## src/rtl/uvst_pkg.sv

```systemverilog
// Shared types, constants and elaboration-time tables for the UV sphere tessellator.
// Used by uvst_front, uvst_queue, uvst_back and uv_sphere_tessellator_core.
package uvst_pkg;

   // Grid size and derived step counts
   localparam int SUBDIVISION = 16;
   localparam int STEPS       = 2 * SUBDIVISION;
   localparam int STEP_W      = $clog2(STEPS);

   // Field widths
   localparam int IDX_W    = 4;
   localparam int RADIUS_W = 16;
   localparam int COORD_W  = 17;
   localparam int TEX_W    = 17;
   localparam int SLOT_W   = 3;

   // Trig table entries are signed Q1.16, magnitudes at most one
   localparam int TRIG_FRAC = 16;
   localparam int TRIG_W    = TRIG_FRAC + 2;
   localparam int MAG_W     = TRIG_FRAC + 1;
   localparam int PROD1_W   = RADIUS_W + MAG_W;
   localparam int PROD2_W   = PROD1_W + MAG_W;

   // Vertex slots within a cell and their grid offsets (bit k belongs to slot k)
   localparam int VERTEX_COUNT               = 6;
   localparam logic [SLOT_W-1:0] FIRST_SLOT  = 3'd0;
   localparam logic [SLOT_W-1:0] LAST_SLOT   = 3'd5;
   localparam logic [VERTEX_COUNT-1:0] SLOT_LAT_STEP = 6'b101010;
   localparam logic [VERTEX_COUNT-1:0] SLOT_LON_STEP = 6'b011100;

   localparam logic [RADIUS_W-1:0] RADIUS_RESET = 16'd2560;
   localparam int QUEUE_DEPTH = 2;

   typedef longint unsigned u64_type;
   typedef longint          s64_type;

   localparam u64_type PI_Q30  = 64'd3373259426;
   localparam u64_type ONE_Q30 = 64'd1073741824;

   // Grid size and half of it as 64-bit constants for the table arithmetic
   localparam u64_type SUBDIV_U64      = u64_type'(SUBDIVISION);
   localparam u64_type SUBDIV_HALF_U64 = u64_type'(SUBDIVISION / 2);

   // One classified cell waiting for the vertex datapath
   typedef struct packed {
      logic [IDX_W-1:0] lat;
      logic [IDX_W-1:0] lon;
      logic [TEX_W-1:0] u0;
      logic [TEX_W-1:0] u1;
      logic [TEX_W-1:0] v0;
      logic [TEX_W-1:0] v1;
   } cell_type;

   // Next Taylor term: the previous term times x squared over the factorial step.
   function automatic u64_type next_term(u64_type term, u64_type x2, int n, bit cosine);
      u64_type p;
      p = term * x2;
      if (cosine) begin
         unique case (n)
            1: return p / 64'd2;
            2: return p / 64'd12;
            3: return p / 64'd30;
            4: return p / 64'd56;
            5: return p / 64'd90;
            6: return p / 64'd132;
            7: return p / 64'd182;
            8: return p / 64'd240;
            9: return p / 64'd306;
            default: return 64'd0;
         endcase
      end else begin
         unique case (n)
            1: return p / 64'd6;
            2: return p / 64'd20;
            3: return p / 64'd42;
            4: return p / 64'd72;
            5: return p / 64'd110;
            6: return p / 64'd156;
            7: return p / 64'd210;
            8: return p / 64'd272;
            9: return p / 64'd342;
            default: return 64'd0;
         endcase
      end
   endfunction

   // Sin or cos of m*pi/N as signed Q2.30, series through x^19 (sin) or x^18 (cos).
   function automatic s64_type series_q30(u64_type m, bit cosine);
      u64_type x;
      u64_type x2;
      u64_type term;
      s64_type sum;
      x    = (m * PI_Q30) / SUBDIV_U64;
      x2   = (x * x) >> 30;
      term = cosine ? ONE_Q30 : x;
      sum  = s64_type'(term);
      for (int n = 1; n <= 9; n++) begin
         term = next_term(term, x2, n, cosine);
         if ((n % 2) == 1) begin
            sum = sum - s64_type'(term);
         end else begin
            sum = sum + s64_type'(term);
         end
      end
      return sum;
   endfunction

   // Q2.30 to Q1.16, magnitude rounded half up and clamped to one.
   function automatic logic signed [TRIG_W-1:0] to_q16(s64_type s, bit neg_in);
      u64_type mag;
      bit      neg;
      neg = neg_in;
      if (s < 0) begin
         mag = u64_type'(-s);
         neg = !neg;
      end else begin
         mag = u64_type'(s);
      end
      mag = (mag + 64'd8192) >> 14;
      if (mag > 64'd65536) begin
         mag = 64'd65536;
      end
      return neg ? -TRIG_W'(mag) : TRIG_W'(mag);
   endfunction

   function automatic logic signed [TRIG_W-1:0] sin_q16(int k);
      int kk;
      bit neg;
      neg = 1'b0;
      kk  = k % STEPS;
      if (kk >= SUBDIVISION) begin
         kk  = kk - SUBDIVISION;
         neg = 1'b1;
      end
      if (2 * kk > SUBDIVISION) begin
         kk = SUBDIVISION - kk;
      end
      return to_q16(series_q30(u64_type'(kk), 1'b0), neg);
   endfunction

   function automatic logic signed [TRIG_W-1:0] cos_q16(int k);
      int kk;
      bit neg;
      neg = 1'b0;
      kk  = k % STEPS;
      if (kk >= SUBDIVISION) begin
         kk  = kk - SUBDIVISION;
         neg = 1'b1;
      end
      if (2 * kk > SUBDIVISION) begin
         kk  = SUBDIVISION - kk;
         neg = !neg;
      end
      return to_q16(series_q30(u64_type'(kk), 1'b1), neg);
   endfunction

   // num/N in Q.16, rounded half up
   function automatic logic [TEX_W-1:0] frac_q16(int num);
      return TEX_W'((u64_type'(num) * 64'd65536 + SUBDIV_HALF_U64) / SUBDIV_U64);
   endfunction

   localparam logic [TEX_W-1:0] TEX_ONE  = 17'd65536;
   localparam logic [TEX_W-1:0] TEX_STEP = frac_q16(1);

endpackage

```

## src/rtl/uvst_front.sv

```systemverilog
// Front end: takes cell commands, drops cells outside the grid and works out
// their texture coordinates. Depends on uvst_pkg.
module uvst_front (
   input  logic                          clock,
   input  logic                          reset,
   input  logic                          start,
   output logic                          busy,
   input  logic [uvst_pkg::IDX_W-1:0]    req_lat_index,
   input  logic [uvst_pkg::IDX_W-1:0]    req_lon_index,
   output logic                          push_valid,
   output uvst_pkg::cell_type            push_cell,
   input  logic                          push_ready
);

   localparam int FracDepth = 2 ** uvst_pkg::IDX_W;

   logic [uvst_pkg::TEX_W-1:0] frac_rom [FracDepth];

   logic               hold_valid_ff, hold_valid_in;
   logic               hold_ok_ff, hold_ok_in;
   uvst_pkg::cell_type hold_cell_ff, hold_cell_in;

   logic               accept;
   logic               in_range;
   uvst_pkg::cell_type cell_new;

   // Table of index/N fractions, built at elaboration.
   for (genvar g = 0; g < FracDepth; g++) begin : g_frac_rom
      localparam logic [uvst_pkg::TEX_W-1:0] FracEntry = uvst_pkg::frac_q16(g);
      assign frac_rom[g] = FracEntry;
   end

   // The hold stage is busy only while it owns a valid cell the queue cannot take.
   assign busy       = hold_valid_ff && hold_ok_ff && !push_ready;
   assign accept     = start && !busy;
   assign push_valid = hold_valid_ff && hold_ok_ff;
   assign push_cell  = hold_cell_ff;

   // Classify the incoming cell and compute its texture corners.
   always_comb begin
      in_range      = (int'(req_lat_index) < uvst_pkg::SUBDIVISION) &&
                      (int'(req_lon_index) < uvst_pkg::SUBDIVISION);
      cell_new.lat  = req_lat_index;
      cell_new.lon  = req_lon_index;
      cell_new.u0   = frac_rom[req_lon_index];
      cell_new.u1   = frac_rom[req_lon_index] + uvst_pkg::TEX_STEP;
      cell_new.v0   = uvst_pkg::TEX_ONE - frac_rom[req_lat_index];
      cell_new.v1   = uvst_pkg::TEX_ONE - frac_rom[req_lat_index] + uvst_pkg::TEX_STEP;
   end

   // Hold stage next state: load on a transfer, empty once handed on or dropped.
   always_comb begin
      hold_valid_in = hold_valid_ff;
      hold_ok_in    = hold_ok_ff;
      hold_cell_in  = hold_cell_ff;
      if (accept) begin
         hold_valid_in = 1'b1;
         hold_ok_in    = in_range;
         hold_cell_in  = cell_new;
      end else if (hold_valid_ff && (!hold_ok_ff || push_ready)) begin
         hold_valid_in = 1'b0;
      end
   end

   always_ff @(posedge clock) begin
      if (reset) begin
         hold_valid_ff <= 1'b0;
         hold_ok_ff    <= 1'b0;
      end else begin
         hold_valid_ff <= hold_valid_in;
         hold_ok_ff    <= hold_ok_in;
      end
      hold_cell_ff <= hold_cell_in;
   end

endmodule

```

## src/rtl/uvst_queue.sv

```systemverilog
// Short FIFO of classified cells between the front end and the vertex datapath.
// Depends on uvst_pkg.
module uvst_queue (
   input  logic               clock,
   input  logic               reset,
   input  logic               push_valid,
   input  uvst_pkg::cell_type push_cell,
   output logic               push_ready,
   output logic               head_valid,
   output uvst_pkg::cell_type head_cell,
   input  logic               pop
);

   localparam int Depth = uvst_pkg::QUEUE_DEPTH;
   localparam int PtrW  = (Depth > 1) ? $clog2(Depth) : 1;
   localparam int CntW  = $clog2(Depth + 1);

   uvst_pkg::cell_type cells_ff [Depth];
   logic [PtrW-1:0]    wr_ptr_ff, wr_ptr_in;
   logic [PtrW-1:0]    rd_ptr_ff, rd_ptr_in;
   logic [CntW-1:0]    count_ff, count_in;
   logic               push_fire;

   assign push_ready = (count_ff != CntW'(Depth));
   assign head_valid = (count_ff != '0);
   assign head_cell  = cells_ff[rd_ptr_ff];
   assign push_fire  = push_valid && push_ready;

   // Pointer and fill count updates.
   always_comb begin
      wr_ptr_in = wr_ptr_ff;
      rd_ptr_in = rd_ptr_ff;
      count_in  = count_ff;
      if (push_fire) begin
         wr_ptr_in = (wr_ptr_ff == PtrW'(Depth - 1)) ? '0 : wr_ptr_ff + 1'b1;
      end
      if (pop) begin
         rd_ptr_in = (rd_ptr_ff == PtrW'(Depth - 1)) ? '0 : rd_ptr_ff + 1'b1;
      end
      if (push_fire && !pop) begin
         count_in = count_ff + 1'b1;
      end else if (pop && !push_fire) begin
         count_in = count_ff - 1'b1;
      end
   end

   always_ff @(posedge clock) begin
      if (reset) begin
         wr_ptr_ff <= '0;
         rd_ptr_ff <= '0;
         count_ff  <= '0;
      end else begin
         wr_ptr_ff <= wr_ptr_in;
         rd_ptr_ff <= rd_ptr_in;
         count_ff  <= count_in;
      end
      if (push_fire) begin
         cells_ff[wr_ptr_ff] <= push_cell;
      end
   end

   // The datapath must never retire a cell from an empty queue.
   a_pop_nonempty: assert property (@(posedge clock) disable iff (reset)
      pop |-> head_valid)
      else $error("queue popped while empty");

endmodule

```

## src/rtl/uvst_back.sv

```systemverilog
// Vertex datapath: walks the six vertex slots of the head cell, looks up the
// trig tables and scales by the radius over a four-stage pipeline. Depends on uvst_pkg.
module uvst_back (
   input  logic                                  clock,
   input  logic                                  reset,
   input  logic [uvst_pkg::RADIUS_W-1:0]         radius,
   input  logic                                  head_valid,
   input  uvst_pkg::cell_type                    head_cell,
   output logic                                  pop,
   output logic                                  rsp_valid,
   output logic [uvst_pkg::SLOT_W-1:0]           rsp_vertex_slot,
   output logic signed [uvst_pkg::COORD_W-1:0]   rsp_pos_x,
   output logic signed [uvst_pkg::COORD_W-1:0]   rsp_pos_y,
   output logic signed [uvst_pkg::COORD_W-1:0]   rsp_pos_z,
   output logic [uvst_pkg::TEX_W-1:0]            rsp_tex_u,
   output logic [uvst_pkg::TEX_W-1:0]            rsp_tex_v,
   output logic                                  rsp_last
);

   localparam int Steps  = uvst_pkg::STEPS;
   localparam int StepW  = uvst_pkg::STEP_W;
   localparam int MagW   = uvst_pkg::MAG_W;
   localparam int P1W    = uvst_pkg::PROD1_W;
   localparam int P2W    = uvst_pkg::PROD2_W;
   localparam int CoordW = uvst_pkg::COORD_W;
   localparam int YShift = uvst_pkg::TRIG_FRAC;
   localparam int XShift = 2 * uvst_pkg::TRIG_FRAC;

   // Per-vertex data that rides along the whole pipeline
   typedef struct packed {
      logic [uvst_pkg::SLOT_W-1:0] slot;
      logic                        last;
      logic [uvst_pkg::TEX_W-1:0]  tex_u;
      logic [uvst_pkg::TEX_W-1:0]  tex_v;
      logic                        neg_x;
      logic                        neg_y;
      logic                        neg_z;
   } info_type;

   typedef struct packed {
      info_type          info;
      logic [MagW-1:0]   cl_mag;
      logic [MagW-1:0]   sl_mag;
      logic [MagW-1:0]   co_mag;
      logic [MagW-1:0]   so_mag;
   } lookup_type;

   typedef struct packed {
      info_type          info;
      logic [MagW-1:0]   co_mag;
      logic [MagW-1:0]   so_mag;
      logic [P1W-1:0]    ring_prod;
      logic [P1W-1:0]    y_prod;
   } scale_type;

   typedef struct packed {
      info_type          info;
      logic [P2W-1:0]    x_prod;
      logic [P2W-1:0]    z_prod;
      logic [CoordW-1:0] y_mag;
   } product_type;

   logic signed [uvst_pkg::TRIG_W-1:0] sin_rom [Steps];
   logic signed [uvst_pkg::TRIG_W-1:0] cos_rom [Steps];

   logic [uvst_pkg::SLOT_W-1:0] slot_ff, slot_in;
   logic        s1_valid_ff, s1_valid_in;
   logic        s2_valid_ff, s2_valid_in;
   logic        s3_valid_ff, s3_valid_in;
   logic        out_valid_ff, out_valid_in;
   lookup_type  s1_ff, s1_in;
   scale_type   s2_ff, s2_in;
   product_type s3_ff, s3_in;

   logic [uvst_pkg::SLOT_W-1:0] out_slot_ff, out_slot_in;
   logic signed [CoordW-1:0]    out_x_ff, out_x_in;
   logic signed [CoordW-1:0]    out_y_ff, out_y_in;
   logic signed [CoordW-1:0]    out_z_ff, out_z_in;
   logic [uvst_pkg::TEX_W-1:0]  out_u_ff, out_u_in;
   logic [uvst_pkg::TEX_W-1:0]  out_v_ff, out_v_in;
   logic                        out_last_ff, out_last_in;

   logic                  lat_step, lon_step;
   logic [StepW-1:0]      lat_idx;
   logic [StepW:0]        lon_sum;
   logic [StepW+1:0]      lon_dbl;
   logic [StepW-1:0]      lon_idx;
   logic signed [uvst_pkg::TRIG_W-1:0] cl, ca, co, so;
   logic [P2W:0]          x_round, z_round;
   logic [MagW-1:0]       x_mag, z_mag;
   logic [P1W:0]          y_round;

   // Sine and cosine tables over all 2N steps, built at elaboration.
   for (genvar g = 0; g < Steps; g++) begin : g_trig_rom
      localparam logic signed [uvst_pkg::TRIG_W-1:0] SinEntry = uvst_pkg::sin_q16(g);
      localparam logic signed [uvst_pkg::TRIG_W-1:0] CosEntry = uvst_pkg::cos_q16(g);
      assign sin_rom[g] = SinEntry;
      assign cos_rom[g] = CosEntry;
   end

   // Slot sequencer: one vertex per cycle while head_valid; cell popped on its last slot.
   always_comb begin
      slot_in = slot_ff;
      if (head_valid) begin
         slot_in = (slot_ff == uvst_pkg::LAST_SLOT) ? uvst_pkg::FIRST_SLOT : slot_ff + 1'b1;
      end
   end
   assign pop = head_valid && (slot_ff == uvst_pkg::LAST_SLOT);

   // Stage 1: grid point of this slot, table lookups, magnitudes and signs.
   always_comb begin
      lat_step = uvst_pkg::SLOT_LAT_STEP[slot_ff];
      lon_step = uvst_pkg::SLOT_LON_STEP[slot_ff];
      lat_idx  = StepW'(head_cell.lat) + StepW'(lat_step);
      lon_sum  = (StepW + 1)'(head_cell.lon) + (StepW + 1)'(lon_step);
      lon_dbl  = {lon_sum, 1'b0};
      if (lon_dbl >= (StepW + 2)'(Steps)) begin
         lon_dbl = lon_dbl - (StepW + 2)'(Steps);
      end
      lon_idx  = lon_dbl[StepW-1:0];

      cl = sin_rom[lat_idx];
      ca = cos_rom[lat_idx];
      co = cos_rom[lon_idx];
      so = sin_rom[lon_idx];

      s1_valid_in         = head_valid;
      s1_in.info.slot     = slot_ff;
      s1_in.info.last     = (slot_ff == uvst_pkg::LAST_SLOT);
      s1_in.info.tex_u    = lon_step ? head_cell.u1 : head_cell.u0;
      s1_in.info.tex_v    = lat_step ? head_cell.v0 : head_cell.v1;
      s1_in.info.neg_x    = cl[uvst_pkg::TRIG_W-1] ^ co[uvst_pkg::TRIG_W-1];
      s1_in.info.neg_z    = cl[uvst_pkg::TRIG_W-1] ^ so[uvst_pkg::TRIG_W-1];
      // y is minus the cosine of the step, so it is negative where the cosine is positive
      s1_in.info.neg_y    = !ca[uvst_pkg::TRIG_W-1] && (ca != '0);
      s1_in.cl_mag        = MagW'(cl[uvst_pkg::TRIG_W-1] ? -cl : cl);
      s1_in.sl_mag        = MagW'(ca[uvst_pkg::TRIG_W-1] ? -ca : ca);
      s1_in.co_mag        = MagW'(co[uvst_pkg::TRIG_W-1] ? -co : co);
      s1_in.so_mag        = MagW'(so[uvst_pkg::TRIG_W-1] ? -so : so);
   end

   // Stage 2: scale the ring radius and the height by the sphere radius.
   always_comb begin
      s2_valid_in     = s1_valid_ff;
      s2_in.info      = s1_ff.info;
      s2_in.co_mag    = s1_ff.co_mag;
      s2_in.so_mag    = s1_ff.so_mag;
      s2_in.ring_prod = P1W'(radius) * P1W'(s1_ff.cl_mag);
      s2_in.y_prod    = P1W'(radius) * P1W'(s1_ff.sl_mag);
   end

   // Stage 3: project the ring onto x and z; round the height.
   always_comb begin
      s3_valid_in  = s2_valid_ff;
      s3_in.info   = s2_ff.info;
      s3_in.x_prod = P2W'(s2_ff.ring_prod) * P2W'(s2_ff.co_mag);
      s3_in.z_prod = P2W'(s2_ff.ring_prod) * P2W'(s2_ff.so_mag);
      y_round      = {1'b0, s2_ff.y_prod} + (P1W + 1)'(1 << (YShift - 1));
      s3_in.y_mag  = CoordW'(y_round >> YShift);
   end

   // Stage 4: round x and z half away from zero, apply the signs.
   always_comb begin
      x_round      = {1'b0, s3_ff.x_prod} + (P2W + 1)'(64'd1 << (XShift - 1));
      z_round      = {1'b0, s3_ff.z_prod} + (P2W + 1)'(64'd1 << (XShift - 1));
      x_mag        = MagW'(x_round >> XShift);
      z_mag        = MagW'(z_round >> XShift);
      out_valid_in = s3_valid_ff;
      out_slot_in  = s3_ff.info.slot;
      out_last_in  = s3_ff.info.last;
      out_u_in     = s3_ff.info.tex_u;
      out_v_in     = s3_ff.info.tex_v;
      out_x_in     = s3_ff.info.neg_x ? -CoordW'(x_mag) : CoordW'(x_mag);
      out_z_in     = s3_ff.info.neg_z ? -CoordW'(z_mag) : CoordW'(z_mag);
      out_y_in     = s3_ff.info.neg_y ? -s3_ff.y_mag : s3_ff.y_mag;
   end

   always_ff @(posedge clock) begin
      if (reset) begin
         slot_ff      <= uvst_pkg::FIRST_SLOT;
         s1_valid_ff  <= 1'b0;
         s2_valid_ff  <= 1'b0;
         s3_valid_ff  <= 1'b0;
         out_valid_ff <= 1'b0;
      end else begin
         slot_ff      <= slot_in;
         s1_valid_ff  <= s1_valid_in;
         s2_valid_ff  <= s2_valid_in;
         s3_valid_ff  <= s3_valid_in;
         out_valid_ff <= out_valid_in;
      end
      s1_ff       <= s1_in;
      s2_ff       <= s2_in;
      s3_ff       <= s3_in;
      out_slot_ff <= out_slot_in;
      out_x_ff    <= out_x_in;
      out_y_ff    <= out_y_in;
      out_z_ff    <= out_z_in;
      out_u_ff    <= out_u_in;
      out_v_ff    <= out_v_in;
      out_last_ff <= out_last_in;
   end

   assign rsp_valid       = out_valid_ff;
   assign rsp_vertex_slot = out_slot_ff;
   assign rsp_pos_x       = out_x_ff;
   assign rsp_pos_y       = out_y_ff;
   assign rsp_pos_z       = out_z_ff;
   assign rsp_tex_u       = out_u_ff;
   assign rsp_tex_v       = out_v_ff;
   assign rsp_last        = out_last_ff;

   // The sequencer never runs past the last slot.
   a_slot_range: assert property (@(posedge clock) disable iff (reset)
      slot_ff <= uvst_pkg::LAST_SLOT)
      else $error("vertex slot counter out of range");

   // Vertices of one cell leave on consecutive cycles in slot order.
   a_slot_order: assert property (@(posedge clock) disable iff (reset)
      (rsp_valid && !rsp_last) |=>
         (rsp_valid && (rsp_vertex_slot == $past(rsp_vertex_slot) + 1'b1)))
      else $error("vertex slots left out of order");

   // The last flag marks the final slot and no other.
   a_last_slot: assert property (@(posedge clock) disable iff (reset)
      rsp_valid |-> (rsp_last == (rsp_vertex_slot == uvst_pkg::LAST_SLOT)))
      else $error("last flag does not match the final slot");

endmodule

```

## src/rtl/uv_sphere_tessellator_core.sv

```systemverilog
// Top level of the UV sphere tessellator, built from uvst_front, uvst_queue and uvst_back.
// A start transfer passes through the front-end hold register, the queue and the
// pipeline registers of the vertex datapath. Throughput: one vertex per cycle while
// cells are queued, set by the single vertex datapath that walks the six slots in turn;
// the front end can take new cells while it works on one. Results cannot be held off.
// Reset is synchronous: it empties the pipeline and the queue and sets the radius to 16'd2560.
module uv_sphere_tessellator_core (
   input  logic                                  clock,
   input  logic                                  reset,
   input  logic                                  start,
   output logic                                  busy,
   input  logic [uvst_pkg::IDX_W-1:0]            req_lat_index,
   input  logic [uvst_pkg::IDX_W-1:0]            req_lon_index,
   output logic                                  rsp_valid,
   output logic [uvst_pkg::SLOT_W-1:0]           rsp_vertex_slot,
   output logic signed [uvst_pkg::COORD_W-1:0]   rsp_pos_x,
   output logic signed [uvst_pkg::COORD_W-1:0]   rsp_pos_y,
   output logic signed [uvst_pkg::COORD_W-1:0]   rsp_pos_z,
   output logic [uvst_pkg::TEX_W-1:0]            rsp_tex_u,
   output logic [uvst_pkg::TEX_W-1:0]            rsp_tex_v,
   output logic                                  rsp_last,
   input  logic                                  csr_valid,
   output logic                                  csr_ready,
   input  logic [uvst_pkg::RADIUS_W-1:0]         csr_radius
);

   logic [uvst_pkg::RADIUS_W-1:0] radius_ff, radius_in;

   logic               push_valid;
   logic               push_ready;
   uvst_pkg::cell_type push_cell;
   logic               head_valid;
   uvst_pkg::cell_type head_cell;
   logic               pop;

   // Radius register: a transfer on the register port replaces it.
   assign csr_ready = 1'b1;
   assign radius_in = (csr_valid && csr_ready) ? csr_radius : radius_ff;

   always_ff @(posedge clock) begin
      if (reset) begin
         radius_ff <= uvst_pkg::RADIUS_RESET;
      end else begin
         radius_ff <= radius_in;
      end
   end

   uvst_front u_front (
      .clock         (clock),
      .reset         (reset),
      .start         (start),
      .busy          (busy),
      .req_lat_index (req_lat_index),
      .req_lon_index (req_lon_index),
      .push_valid    (push_valid),
      .push_cell     (push_cell),
      .push_ready    (push_ready)
   );

   uvst_queue u_queue (
      .clock      (clock),
      .reset      (reset),
      .push_valid (push_valid),
      .push_cell  (push_cell),
      .push_ready (push_ready),
      .head_valid (head_valid),
      .head_cell  (head_cell),
      .pop        (pop)
   );

   uvst_back u_back (
      .clock           (clock),
      .reset           (reset),
      .radius          (radius_ff),
      .head_valid      (head_valid),
      .head_cell       (head_cell),
      .pop             (pop),
      .rsp_valid       (rsp_valid),
      .rsp_vertex_slot (rsp_vertex_slot),
      .rsp_pos_x       (rsp_pos_x),
      .rsp_pos_y       (rsp_pos_y),
      .rsp_pos_z       (rsp_pos_z),
      .rsp_tex_u       (rsp_tex_u),
      .rsp_tex_v       (rsp_tex_v),
      .rsp_last        (rsp_last)
   );

endmodule
```

## config.mk

```make
export PLATFORM = sky130hd
export DESIGN_NAME = uv_sphere_tessellator_core
export DESIGN_NICKNAME = d
export VERILOG_FILES = /design/src/rtl/uvst_pkg.sv /design/src/rtl/uvst_front.sv /design/src/rtl/uvst_queue.sv /design/src/rtl/uvst_back.sv /design/src/rtl/uv_sphere_tessellator_core.sv
export SDC_FILE = /design/constraint.sdc
export NUM_CORES = 1
export LEC_CHECK = 0
export BUFFER_PORTS_ARGS = -buffer_cell sky130_fd_sc_hd__buf_4
export CAP_MARGIN = 20
export CORE_MARGIN = 2
export CORE_UTILIZATION = 60
export CTS_CLUSTER_DIAMETER = 100
export DETAILED_ROUTE_END_ITERATION = 16
export PLACE_DENSITY = 0.82
export SLEW_MARGIN = 15
export SYNTH_ARGS = -nofsm -noshare
export SYNTH_HDL_FRONTEND = slang
export SYNTH_SLANG_ARGS = --single-unit
```

## constraint.sdc

```tcl
create_clock -name clock -period 5.41 [get_ports clock]
set_input_delay 0.8115 -clock clock [delete_from_list [all_inputs] [get_ports clock]]
set_output_delay 0.8115 -clock clock [all_outputs]
set_load 0.01 [all_outputs]
```

# Yosys cells after proc, flatten, opt, wreduce, memory -nomap -nowiden
# Memories as Yosys holds them, arrays and structs flattened. A register that Yosys moved wholly into a read port is not among the register bits.
# Cells that the tools add are included.
[word_totals]
in_bits = 28
output_inout_bits = 92
mem_count = 9
ff_bits = 600
wordCells = 163
ram_bits = 152
rom_bits = 2864
[memory_table]
columns = ["memory", "words", "width", "rd", "rd_ports_with_merged_regs", "write_ports", "line_no", "rtl"]
rows = [
  ["(no name shown)", 32, 18, 1, 0, 0, "uvst_back.sv:125", "so = sin_rom[lon_idx];"],
  ["(no name shown)", 32, 18, 1, 0, 0, "uvst_back.sv:124", "co = cos_rom[lon_idx];"],
  ["(no name shown)", 32, 18, 1, 0, 0, "uvst_back.sv:122", "cl = sin_rom[lat_idx];"],
  ["(no name shown)", 32, 18, 1, 0, 0, "uvst_back.sv:123", "ca = cos_rom[lat_idx];"],
  ["(no name shown)", 16, 17, 1, 0, 0, "uvst_front.sv:45", "cell_new.u0 = frac_rom[req_lon_index];"],
  ["(no name shown)", 16, 17, 1, 0, 0, "uvst_front.sv:47", "cell_new.v0 = uvst_pkg::TEX_ONE - frac_rom[req_lat_index];"],
  ["+3 memories", "n/a", "n/a", "n/a", "n/a", "n/a", "n/a", ""],
]
[op_classes]
n_lt_le_gt_ge = 6
mux = 39
multipliers = 4
n_reduce_logical = 20
add_sub_neg = 21
eq_ne = 2
bitwise_logic = 6
[ops]
columns = ["operator", "count"]
rows = [
  ["2-to-1 mux 17 bit", 13],
  ["2-to-1 mux 18 bit", 8],
  ["negator 17 bit", 7],
  ["adder 49 x 32 -> 49 bit, second input constant", 2],
  ["multiplier 33 x 17 -> 49 bit", 2],
  ["multiplier 16 x 17 -> 33 bit", 2],
  ["adder 17 x 13 -> 17 bit, second input constant", 2],
  ["adder 33 x 16 -> 33 bit, second input constant", 1],
  ["greater-or-equal comparator 6 bit, second input constant", 3],
  ["nonzero test 18 bit", 1],
  ["subtractor 17 bit, first input constant", 1],
  ["2-to-1 mux 3 bit", 5],
  ["inverter 5 -> 6 bit", 2],
  ["adder 4 x 1 -> 5 bit", 2],
  ["greater-or-equal comparator 5 bit, second input constant", 2],
  ["2-to-1 mux 1 bit", 10],
  ["inverter 4 -> 5 bit", 2],
  ["logical AND 1 bit", 9],
  ["zero test 1 bit", 6],
  ["nonzero test 2 bit", 3],
  ["2-to-1 mux 5 bit", 1],
  ["subtractor 5 x 1 -> 5 bit, second input constant", 1],
  ["< comparator 3 x 4 -> 1 bit, second input constant", 1],
  ["2-to-1 mux 2 bit", 2],
  ["other kinds (8)", 10],
]

# Logic depth before layout (Yosys ltp)
[logic_depth]
depth_word = 11
depth_mapped = 11
mapped_depth_nobuf = 8

# By module
# A second synthesis with hierarchy kept.
[unflattened]
cells_unflattened = 1025
hier_area_um2 = 15976.6
[by_module_without_submodules]
columns = ["module", "instances", "seq_area_each_um2", "cells_per_inst", "area_each_um2"]
rows = [
  ["uvst_back", 1, 6085.8, 601, 8186.6],
  ["uvst_queue", 1, 4664.5, 260, 5866.9],
  ["uvst_front", 1, 700.7, 110, 1328.8],
  ["uv_sphere_tessellator_core", 1, 320.3, 54, 594.3],
]

# Least setup slack after synthesis
# Ideal clock, no wire load.
[synth_timing]
path_kind = "register to register"
from = "register (tool-made name)"
to = "register u_back.s1_ff[68] in the netlist's numbering"
path_slack_ns = 2.273
arrival_time_ns = 3.006
path_stages_with_launch = 11
period_less_slack_ns = 3.137
cell_sequence = "dfxtp_1 clkbuf_1 buf_2 buf_1 mux2_2 ha_1 xor2_1 ha_1 mux2_2 a211oi_1 xnor2_1"
[synth_rtl]
columns = ["element", "line_no", "rtl"]
rows = [
  ["end signal: assignment", "uvst_back.sv:192", "s1_ff <= s1_in;"],
  ["end: declaration", "uvst_back.sv:71", "lookup_type s1_ff, s1_in;"],
]

==> metrics.md <==
| Metric | Value |
|---|---|
| Status | `finished clean` |
| RSZ-0062 raised after global routing | `false` |
| H-tree levels | `1` |
| Std-Cell Rows | `45` |
| Inserted Diodes | `0` |
| Worst setup margin | `2.889 ns` |
| CTS Sinks | `297` |
| Layout cell share with drive strength beyond 1 | `0.1997` |
| Cells after synthesis | `667` |
| Worst-path clk slew | `0.06 ns` |
| First-pass GRT wire length | `23960 um` |
| Largest net degree at the start of global routing | `32` |
| Placer Congestion | `0.8176` |
| Fin crit period | `2.521 ns` |
| Setup WS pre-CTS | `2.902 ns` |
| Most frequent cells in the layout | `231 x dfxtp_1, 97 x buf_4, 66 x edfxtp_1, 51 x xnor2_1, 36 x nor2_1` |
| Setup violators final | `0` |
| Critical Path Sink Type | `flip-flop` |
| Clock buffer count from CTS | `27` |
| Core Footprint | `15150 sq um` |
| Synth warn | `0` |
| CP max stage delay | `0.39 ns` |
| Max Clock Skew | `0.01252 ns` |
| Initial antenna violation count | `0` |
| Clk buf depth | `3` |
| Max Clk Rate | `396.7 MHz` |
| Die ar. | `16420 sq um` |
| Fill cells | `986` |
| Netlist Area Pre-Place | `9246 sq um` |
| Post-Place Cells | `936` |
| Slew Viols, Final | `0` |
| Number of synthesized flops with an enable pin | `66` |
| Placed Area | `10050 sq um` |
| Postcts setup bufs | `0` |
| Prevailing post-synth register cell | `dfxtp_1` |
| Peak VDD IR | `0.3509 mV` |
| Max FO, Critical Path | `24` |
| Stages on worst setup path | `7` |
| Async SR Flop Fraction | `0` |
| Hold WC Path Type | `reg2reg` |
| Final Cycle Share | `0.4659` |
| Final TNS setup | `0 ns` |
| Lkg Pwr | `4.443 nW` |
| Nets | `820` |
| Chip height | `128.1 um` |
| Vias in the first global route | `5060` |
| Tot Pwr | `4.929 mW` |
| Yosys cell types | `47` |
| CTS resizes | `0` |
| DR vias | `4958` |
| Non-filler cells, final | `984` |
| Register area | `6606 sq um` |
| Post-synthesis sequential area ratio | `0.7145` |
| Final WL | `15200 um` |
| Detail Route Antenna Nets | `0` |
| Clock Latency Late Sink | `0.52 ns` |
| Hold Fails Final Rpt | `0` |
| Synth-to-Final Area Change | `18.70%` |
| Drc violations | `0` |
| Initial Util | `0.6105` |
| Grt ovf | `0` |
| 1st-pass router iterations | `4` |
| WP buf/inv | `1` |
| Seq cells post-synth | `297` |
| Avg WL per Cell | `15.45 um` |
| R2R setup slack | `2.89 ns` |
| Critical path's top delay family | `multiplexers` |
| Slowest CP cell | `a211oi_1` |
| Actual slew at the worst max-slew pin | `0.9895 ns` |
| Critical-path cell list | `buf_4 -> mux2i_1 -> xor2_1 -> ha_1 -> mux2_2 -> a211oi_1 -> xnor2_1` |
| PortBufs | `94` |
| Arrival time at the worst endpoint | `2.91 ns` |
| Vias per inst | `5.039` |
| Multi-input logic area | `2440 sq um` |
| Critical path type | `reg2reg` |
| Post-Syn Area per Cell | `13.86 sq um` |
| Commonest non-fill, non-tap cell in the layout | `dfxtp_1` |
| CTS root buf | `clkbuf_16` |
| Post-DP HPWL | `10580 um` |
| Reg2Reg Depth | `7` |
| Chip Width | `128.1 um` |
| Ports | `120` |
| P per Cell Area | `449.1 nW/um^2` |
| GRT Overall Usage | `0.1854` |
| Setup crit end | `u_back.s1_ff[68]` |
| TritonCTS clock tree | `yes` |
| Fin area | `10980 sq um` |
| Maximum Capacitance Violations | `0` |
| Hold buffer count at CTS | `0` |
| Critical Path RT | `5.79 ns` |
| Slew HR | `0.3403` |
| Kind of start point of the critical path | `flip-flop` |
| Capturing point of the worst reg2reg path | `u_back.s1_ff[68]` |
| DR iter-0 viols | `245` |
==> flip-flops by register name, indices dropped and copies added, names as in the netlist, 2 cells and up, named ones only <==
signal                  cells
u_back.rsp_tex_v            5
u_back.s2_ff               50
u_back.rsp_vertex_slot      3
u_queue.cells_ff           44
u_queue.count_ff            2
u_back.out_u_in             5
u_back.s3_ff               51
u_back.slot_ff              3
radius_ff                  16
u_back.rsp_tex_u            5
u_back.out_slot_in          3
u_back.out_v_in             5
u_front.push_cell          22
u_back.s1_ff               19
u_back.rsp_pos_x           17
u_back.rsp_pos_z           17
u_back.rsp_pos_y           17
==> cells by family after synthesis <==
logic type               count (synthesis)  synth area share
other                                    2         0.0008122
buffers and inverters                   51           0.03099
AO/OA/AOI/OAI                           59           0.04411
adder cells (fa/ha/maj)                 15           0.02030
multiplexers                            33           0.04438
XOR/XNOR                                61           0.05778
AND/OR/NAND/NOR                        149           0.08715
flip-flops                             297            0.7145
==> cells in the mapped netlist (8+ instances only) <==
cell | count | area share
dfxtp_1 | 231 | 0.50
edfxtp_1 | 66 | 0.21
xnor2_1 | 51 | 0.048
nor2_1 | 36 | 0.015
and2_1 | 33 | 0.022
buf_4 | 25 | 0.020
mux2i_1 | 23 | 0.025
nand2_1 | 22 | 0.0089
o21ai_0 | 18 | 0.0097
ha_1 | 15 | 0.020
clkbuf_1 | 12 | 0.0049
inv_1 | 12 | 0.0049
nor2b_1 | 10 | 0.0068
o31ai_1 | 10 | 0.0081
xor2_1 | 10 | 0.0095
nand2b_1 | 8 | 0.0054
==> worst min path at each step <==
stage / start / to / slack (ns) / cells after the start
finish: u_back.s2_ff[135] / u_back.out_u_in[15] / 0.32 / 0
global route: u_back.s2_ff[135] / u_back.out_u_in[15] / 0.33 / 0
CTS: u_back.s2_ff[22] / u_back.s3_ff[6] / 0.32 / 0
detailed placement: u_back.out_u_in[15] / u_back.rsp_tex_u[15] / 0.31 / 0
global placement: u_back.s1_ff[108] / u_back.s2_ff[140] / 0.31 / 0
floorplan: u_back.s2_ff[137] / u_back.out_last_in / 0.31 / 0
==> layout make-up <==
class / count / share of cell area
Sequential cell: 297 / 0.6019
Clock inverter: 9 / 0.009348
Multi-Input combinational cell: 342 / 0.2223
Timing Repair Buffer: 97 / 0.06635
Clock buffer: 39 / 0.07456
Inverter: 12 / 0.004104
Tap cell: 188 / 0.02143
==> stage by stage <==
step           hold WS, ns    util
2_1_floorplan       0.3096       -
4_1_cts             0.3236  0.7247
5_1_grt             0.3278  0.7247
3_3_place_gp        0.3095  0.6639
3_5_place_dp        0.3121  0.6639
6_report            0.3215  0.7247
==> power by group <==
group | internal (mW) | switching, mW
Sequential | 2.46 | 0.101
Combinational | 0.243 | 0.222
Clock | 1.15 | 0.755
Total | 3.85 | 1.08
==> metal layers <==
layer | vias to the layer above | routed length (um) | track usage
met2 | 120 | 8417 | 0.3684
met4 | 0 | 393 | 0.06981
met5 | - | 0 | 0
met1 | 2345 | 5832 | 0.1938
met3 | 36 | 558 | 0.02963
li1 | 2457 | - | -
Power figures use the tool's default switching activity.
